[config.mk]
export PLATFORM = sky130hd
export DESIGN_NAME = multi_channel_uart_transmitter
export DESIGN_NICKNAME = d
export VERILOG_FILES = /design/src/rtl/mcut_pkg.sv /design/src/rtl/multi_channel_uart_transmitter.sv
export SDC_FILE = /design/constraint.sdc
export NUM_CORES = 2
export LEC_CHECK = 0
export BUFFER_PORTS_ARGS = -buffer_cell sky130_fd_sc_hd__clkbuf_2
export CORE_UTILIZATION = 52
export CTS_CLUSTER_SIZE = 25
export DETAILED_ROUTE_END_ITERATION = 16
export PLACE_DENSITY = 0.7
export SLEW_MARGIN = 20
export SYNTH_ARGS = -nofsm -noshare
export SYNTH_HDL_FRONTEND = slang
export SYNTH_SLANG_ARGS = --single-unit
export TNS_END_PERCENT = 50
[constraint.sdc]
create_clock -name clk -period 5 [get_ports clk]
set_input_delay 0.75 -clock clk [delete_from_list [all_inputs] [get_ports clk]]
set_output_delay 0.75 -clock clk [all_outputs]
set_load 0.005 [all_outputs]
[src/rtl/mcut_pkg.sv]
// mcut_pkg: shared types and constants for the multi-channel UART transmitter.
// No dependencies.
`timescale 1ns / 1ps

package mcut_pkg;

  localparam int FUNC_W   = 2;
  localparam int CHAN_W   = 4;
  localparam int BYTE_W   = 8;
  localparam int COUNT_W  = 4;
  localparam int OUT_BITS = 10;

  localparam logic [FUNC_W-1:0] FUNC_TICK  = 2'd0;
  localparam logic [FUNC_W-1:0] FUNC_QUEUE = 2'd1;
  localparam logic [FUNC_W-1:0] FUNC_CLEAR = 2'd2;
  localparam logic [FUNC_W-1:0] FUNC_NOP   = 2'd3;

  typedef struct packed {
    logic [OUT_BITS-1:0] lines;
    logic [OUT_BITS-1:0] done;
    logic [OUT_BITS-1:0] act;
    logic                any;
    logic                acc;
  } res_t;

endpackage

[src/rtl/multi_channel_uart_transmitter.sv]
// multi_channel_uart_transmitter: 8N1 transmit channels, one byte FIFO each, stepped by ticks.
// Depends on mcut_pkg.
`timescale 1ns / 1ps
//
//  channel | handshake             | payload
//  --------+-----------------------+--------------------------------------------------
//  in      | in_valid / in_stall   | func, channel, data_byte
//  out     | out_valid / out_stall | tx_lines, done_flags, active_flags, any_active, accepted
//  cfg     | cfg_wr_en             | cfg_wr_data (channel_count)
//
//  One beat per cycle while in_stall is low: each beat updates all channel state when it is
//  taken, and its status is registered on that edge into the output register, or into the skid entry.
//  Each channel FIFO has a registered read port that always holds the head entry.
//  An output register plus one skid entry; in_stall is high while rst is high or the skid entry is full.
//  rst is synchronous and clears all control state; no clearing pass is needed.

module multi_channel_uart_transmitter
  import mcut_pkg::*;
#(
  parameter int CHANNELS   = 10,
  parameter int FIFO_DEPTH = 16
) (
  input  logic                clk,
  input  logic                rst,
  input  logic                in_valid,
  output logic                in_stall,
  input  logic [FUNC_W-1:0]   func,
  input  logic [CHAN_W-1:0]   channel,
  input  logic [BYTE_W-1:0]   data_byte,
  output logic                out_valid,
  input  logic                out_stall,
  output logic [OUT_BITS-1:0] tx_lines,
  output logic [OUT_BITS-1:0] done_flags,
  output logic [OUT_BITS-1:0] active_flags,
  output logic                any_active,
  output logic                accepted,
  input  logic                cfg_wr_en,
  input  logic [COUNT_W-1:0]  cfg_wr_data
);

  localparam int AW    = $clog2(FIFO_DEPTH);
  localparam int PAD_W = (CHANNELS > OUT_BITS) ? CHANNELS : OUT_BITS;

  typedef enum logic [1:0] {
    ST_IDLE,
    ST_START,
    ST_DATA,
    ST_STOP
  } st_t;

  logic [COUNT_W-1:0] channel_count;
  logic               skid_valid;
  res_t               out_res;
  res_t               skid_res;
  res_t               res_next;

  logic               in_acc;
  logic               out_take;
  logic               tick_acc;
  logic               queue_acc;
  logic               clear_acc;

  logic [CHANNELS-1:0] line_vec;
  logic [CHANNELS-1:0] done_vec;
  logic [CHANNELS-1:0] act_vec;
  logic [CHANNELS-1:0] acc_vec;
  logic [PAD_W-1:0]    line_pad;
  logic [PAD_W-1:0]    done_pad;
  logic [PAD_W-1:0]    act_pad;

  assign in_stall  = rst | skid_valid;
  assign in_acc    = in_valid & ~in_stall;
  assign out_take  = out_valid & ~out_stall;
  assign tick_acc  = in_acc && (func == FUNC_TICK);
  assign queue_acc = in_acc && (func == FUNC_QUEUE);
  assign clear_acc = in_acc && (func == FUNC_CLEAR);

  for (genvar c = 0; c < CHANNELS; c++) begin : g_ch
    st_t              st, st_next;
    logic             line, line_next;
    logic [2:0]       bit_cnt, bit_cnt_next;
    logic [7:0]       shreg, shreg_next;
    logic             active, active_next;
    logic             done, done_next;
    logic [AW-1:0]    rd_addr, rd_addr_next;
    logic             rd_wrap, rd_wrap_next;
    logic [AW-1:0]    wr_addr, wr_addr_next;
    logic             wr_wrap, wr_wrap_next;
    logic [7:0]       mem [FIFO_DEPTH];
    logic [7:0]       rdata;
    logic             hit, step_en, empty, full, wr_en;

    assign hit     = ({1'b0, channel} == 5'(c));
    assign step_en = ({1'b0, channel_count} > 5'(c));
    assign empty   = (rd_addr == wr_addr) && (rd_wrap == wr_wrap);
    assign full    = (rd_addr == wr_addr) && (rd_wrap != wr_wrap);
    assign wr_en   = queue_acc && hit && !full;

    always_comb begin
      st_next      = st;
      line_next    = line;
      bit_cnt_next = bit_cnt;
      shreg_next   = shreg;
      active_next  = active;
      done_next    = done;
      rd_addr_next = rd_addr;
      rd_wrap_next = rd_wrap;
      wr_addr_next = wr_addr;
      wr_wrap_next = wr_wrap;
      if (tick_acc && active && step_en) begin
        unique case (st)
          ST_IDLE: begin
            if (!empty) begin
              done_next    = 1'b0;
              bit_cnt_next = '0;
              st_next      = ST_START;
              shreg_next   = rdata;
              if (rd_addr == AW'(FIFO_DEPTH - 1)) begin
                rd_addr_next = '0;
                rd_wrap_next = ~rd_wrap;
              end else begin
                rd_addr_next = rd_addr + 1'b1;
              end
            end else begin
              active_next = 1'b0;
              done_next   = 1'b1;
            end
          end
          ST_START: begin
            line_next = 1'b0;
            st_next   = ST_DATA;
          end
          ST_DATA: begin
            line_next    = shreg[0];
            shreg_next   = {1'b0, shreg[7:1]};
            bit_cnt_next = bit_cnt + 1'b1;
            if (bit_cnt == 3'd7) begin
              st_next = ST_STOP;
            end
          end
          ST_STOP: begin
            line_next = 1'b1;
            st_next   = ST_IDLE;
          end
        endcase
      end
      if (queue_acc && hit) begin
        active_next = 1'b1;
        if (!full) begin
          if (wr_addr == AW'(FIFO_DEPTH - 1)) begin
            wr_addr_next = '0;
            wr_wrap_next = ~wr_wrap;
          end else begin
            wr_addr_next = wr_addr + 1'b1;
          end
        end
      end
      if (clear_acc && hit) begin
        done_next = 1'b0;
      end
    end

    always_ff @(posedge clk) begin
      if (rst) begin
        st      <= ST_IDLE;
        line    <= 1'b1;
        bit_cnt <= '0;
        active  <= 1'b0;
        done    <= 1'b0;
        rd_addr <= '0;
        rd_wrap <= 1'b0;
        wr_addr <= '0;
        wr_wrap <= 1'b0;
      end else begin
        st      <= st_next;
        line    <= line_next;
        bit_cnt <= bit_cnt_next;
        active  <= active_next;
        done    <= done_next;
        rd_addr <= rd_addr_next;
        rd_wrap <= rd_wrap_next;
        wr_addr <= wr_addr_next;
        wr_wrap <= wr_wrap_next;
      end
      shreg <= shreg_next;
    end

    // read port tracks the head entry; a write to the head address is forwarded
    always_ff @(posedge clk) begin
      if (wr_en) begin
        mem[wr_addr] <= data_byte;
      end
      if (wr_en && (wr_addr == rd_addr_next)) begin
        rdata <= data_byte;
      end else begin
        rdata <= mem[rd_addr_next];
      end
    end

    assign line_vec[c] = line_next;
    assign done_vec[c] = done_next;
    assign act_vec[c]  = active_next;
    assign acc_vec[c]  = wr_en;
  end

  assign line_pad = PAD_W'(line_vec);
  assign done_pad = PAD_W'(done_vec);
  assign act_pad  = PAD_W'(act_vec);

  always_comb begin
    res_next.lines = line_pad[OUT_BITS-1:0];
    res_next.done  = done_pad[OUT_BITS-1:0];
    res_next.act   = act_pad[OUT_BITS-1:0];
    res_next.any   = |act_vec;
    res_next.acc   = |acc_vec;
  end

  always_ff @(posedge clk) begin
    if (rst) begin
      channel_count <= '0;
    end else if (cfg_wr_en) begin
      channel_count <= cfg_wr_data;
    end
  end

  always_ff @(posedge clk) begin
    if (rst) begin
      out_valid  <= 1'b0;
      skid_valid <= 1'b0;
    end else begin
      if (skid_valid) begin
        if (out_take) begin
          out_res    <= skid_res;
          skid_valid <= 1'b0;
        end
      end else if (in_acc) begin
        if (!out_valid || out_take) begin
          out_res   <= res_next;
          out_valid <= 1'b1;
        end else begin
          skid_res   <= res_next;
          skid_valid <= 1'b1;
        end
      end else if (out_take) begin
        out_valid <= 1'b0;
      end
    end
  end

  assign tx_lines     = out_res.lines;
  assign done_flags   = out_res.done;
  assign active_flags = out_res.act;
  assign any_active   = out_res.any;
  assign accepted     = out_res.acc;

  a_skid_needs_out : assert property (@(posedge clk) disable iff (rst)
    skid_valid |-> out_valid)
    else $error("skid entry held without a result in the output register");

  a_skid_fill : assert property (@(posedge clk) disable iff (rst)
    (in_acc && out_valid && out_stall) |=> skid_valid)
    else $error("beat taken behind a stalled result was not parked");

  a_acc_active : assert property (@(posedge clk) disable iff (rst)
    (in_acc && res_next.acc) |-> res_next.any)
    else $error("stored byte without an active channel");

  a_acc_queue_only : assert property (@(posedge clk) disable iff (rst)
    (in_acc && (func != FUNC_QUEUE)) |-> !res_next.acc)
    else $error("accepted set for a beat that queues no byte");

endmodule
==> summary.md <==
| Metric | Value |
|---|---|
| Crit start category | flip-flop |
| Leakage | 23.99 nW |
| Post-Syn Area | 65870 um^2 |
| TNS Setup | 0 ns |
| Port Buffers | 56 |
| Tcrit/Tclk final | 0.7147 |
| Synth Register Bits | 1650 |
| GRT Overall Usage | 0.2175 |
| Die height | 357.9 um |
| 1st-iter DRT viols | 3463 |
| Synth area leader | edfxtp_1 |
| Max-slew violation count | 0 |
| Main synth FF type | edfxtp_1 |
| Initial antenna violation count | 8 |
| CTS Root Cell | clkbuf_16 |
| Yosys cell types | 79 |
| Flop2flop setup slack | 1.43 ns |
| Worst min-delay path class | in -> reg |
| Layout overhead on the synthesized area | 11.94% |
| Min-delay src | cfg_wr_data[1] |
| Fillcell total | 9136 |
| CTS Buf Count | 165 |
| Commonest non-fill, non-tap cell in the layout | edfxtp_1 |
| Worst reg2reg path depth | 5 |
| Die area | 128100 um^2 |
| Fraction of layout cells with a size suffix above 1 | 0.2192 |
| Tmin final | 3.574 ns |
| Mapped Cells | 3666 |
| Sequential share of the synthesized area | 0.7178 |
| Final Hold Fails | 0 |
| Slew @ Worst Pin | 1.044 ns |
| Hold Path Stages | 3 |
| Max Fclk | 279.8 MHz |
| Vias | 32.84k |
| Final-report setup violation count | 0 |
| Post-Route WL | 136200 um |
| Clock Skew | 0.03526 ns |
| Number of synthesized flops with an enable pin | 1424 |
| Hold_buf cts | 0 |
| Number of remaining DRC errors | 0 |
| Max Buffers Root-to-Sink | 3 |
| Worst EP arrival | 3.99 ns |
| Dpl hpwl | 86120 um |
| Die width | 357.9 um |
| Setup WS pre-CTS | 0.8184 ns |
| WS Path Type | reg -> reg |
| Cell Pwr Density | 374.7 nW/um^2 |
| Power, Total | 27.63 mW |
| Status | completed |
| Total grt overflow | 0 |
| First-pass GRT wire length | 206800 um |
| I/O pin total | 57 |
| Top cell type's share of synthesized area | 0.6491 |
| Top post-synthesis cells by area | edfxtp_1, mux4_2, dfxtp_1, ha_1, nand2_1 |
| Sink Count | 1650 |
| Drt pass-1 iters | 7 |
| Avg Cell Area, Syn | 17.97 um^2 |
| Crit path from | skid_valid |
| RR Startpoint | skid_valid |
| Syn Nets | 3797 |
| Layout net count | 3941 |
| WP data required | 5.42 ns |
| Largest net degree at the start of global routing | 134 |
| Worst-Skew Late Latency | 0.80 ns |
| Clock transition at the registers of the reported paths | 0.06 ns |
| Worst-path maximum fanout | 17 |
| Asr flop ratio synth | 0 |
| Max H-tree Level | 4 |
| Maximum Capacitance Violations | 0 |
| Critical Path Sink Type | flip-flop |
| Initial Util | 0.5246 |
| Number of gates resized after CTS | 0 |
| Vias in the first global route | 32.90k |
| Post-DR wirelength/cell | 24.31 um |
| Cell Rows | 130 |
| GPL Wtd Cong | 0.8235 |
| Slew margin rel. | 0.2989 |
| Unrepaired setup endpoints after global routing | no |
| Most frequent cells in the layout | edfxtp_1, mux4_2, nand2_1 |
| Synth warn | 0 |
| Vias per cell | 5.863 |
| CTS tree | done |
| Final ANT Viol Nets | 0 |
| Maximum vdd drop | 0.0003435 V |
| Setup bufs post-CTS | 0 |
| Final core occ | 0.5872 |
| Final WS setup | 1.427 ns |
| Core ar. | 125600 um^2 |
metal layers:
layer / part of all wire / global-route usage / up-vias
met5: 0.00051 / 0 / -
met4: 0.022 / 0.06128 / 12
met3: 0.077 / 0.05308 / 222
met2: 0.46 / 0.3283 / 1090
met1: 0.44 / 0.3174 / 16853
li1: - / - / 14661
cells by family after synthesis:
family,count (synthesis),share of synthesized area
AOI/OAI and AO/OA,242,0.02534
muxes,455,0.1458
DFF,1650,0.7178
buffers and inverters,259,0.01582
and+or+nand+nor,839,0.05970
adders and majority gates,108,0.02051
xor gates and xnor gates,113,0.01502
synth_stat cells, types with 37 or more instances:
cell      count
edfxtp_1   1424
mux4_2      400
nand2_1     330
dfxtp_1     226
nor2_1      225
ha_1        108
clkbuf_1    100
inv_1        89
xor2_1       73
a21oi_1      68
nor3_1       64
o21ai_0      53
nor2b_1      52
buf_2        47
xnor2_1      40
nand2b_1     37
nand4_1      37
power breakdown:
group	total (mW)	internal, mW	switching, mW
logic	0.364	0.0618	0.302
clock network	12.3	7.10	5.20
registers	15.0	14.9	0.0292
total	27.6	22.1	5.53
worst max-delay path, cell delays in order, from the launching register on:
cell       delay (ns)
dfxtp_2          0.43
nor4b_2          0.57
nand2b_1         0.46
a2111oi_4        0.62
nand2_1          0.26
nor3_1           0.85
final timing paths:
check,end
worst max-delay path,g_ch[2].mem[2][6]
worst min-delay path,channel_count[1]
worst max register to register,g_ch[2].mem[2][6]
worst min register to register,g_ch[8].bit_cnt[1]
final cells by class:
cell class,count,area [um^2],share of cell area
sequential,1650,47310,0.6416
multi-input combinational,1757,17570,0.2383
clock buffer,220,4498,0.06100
tap,1650,2064,0.02800
timing repair buffer,138,997.2,0.01352
clock inverter,87,920.9,0.01249
inverter,98,367.9,0.004989
antenna,1,2.502,0.00003394
state kept, by name, indices dropped and copies added (netlist names), named ones only:
register and cells:
skid_valid 1, g_ch.bit_cnt 30, done_flags 10, g_ch.mem 1280, active_flags 10, any_active 1, channel_count 4, g_ch.done 10
g_ch.rd_addr 40, skid_res 32, g_ch.line 10, g_ch.rd_wrap 10, accepted 1, out_valid 1, g_ch.shreg 80, g_ch.wr_wrap 10
tx_lines 10, g_ch.active 10, g_ch.wr_addr 40, g_ch.st 20
per-stage QoR:
| step | instance area (um^2) | cells | hold WS [ns] |
|---|---|---|---|
| CTS | 73690 | 5598 | 0.1197 |
| global placement | 68260 | 5291 | 0.4418 |
| global route | 73740 | 5600 | 0.1791 |
| finish | 73740 | 5601 | 0.1854 |
| detailed placement | 68270 | 5291 | 0.4498 |
| floorplan | 65870 | 3666 | 0.4356 |
Power figures use the tool's default switching activity.
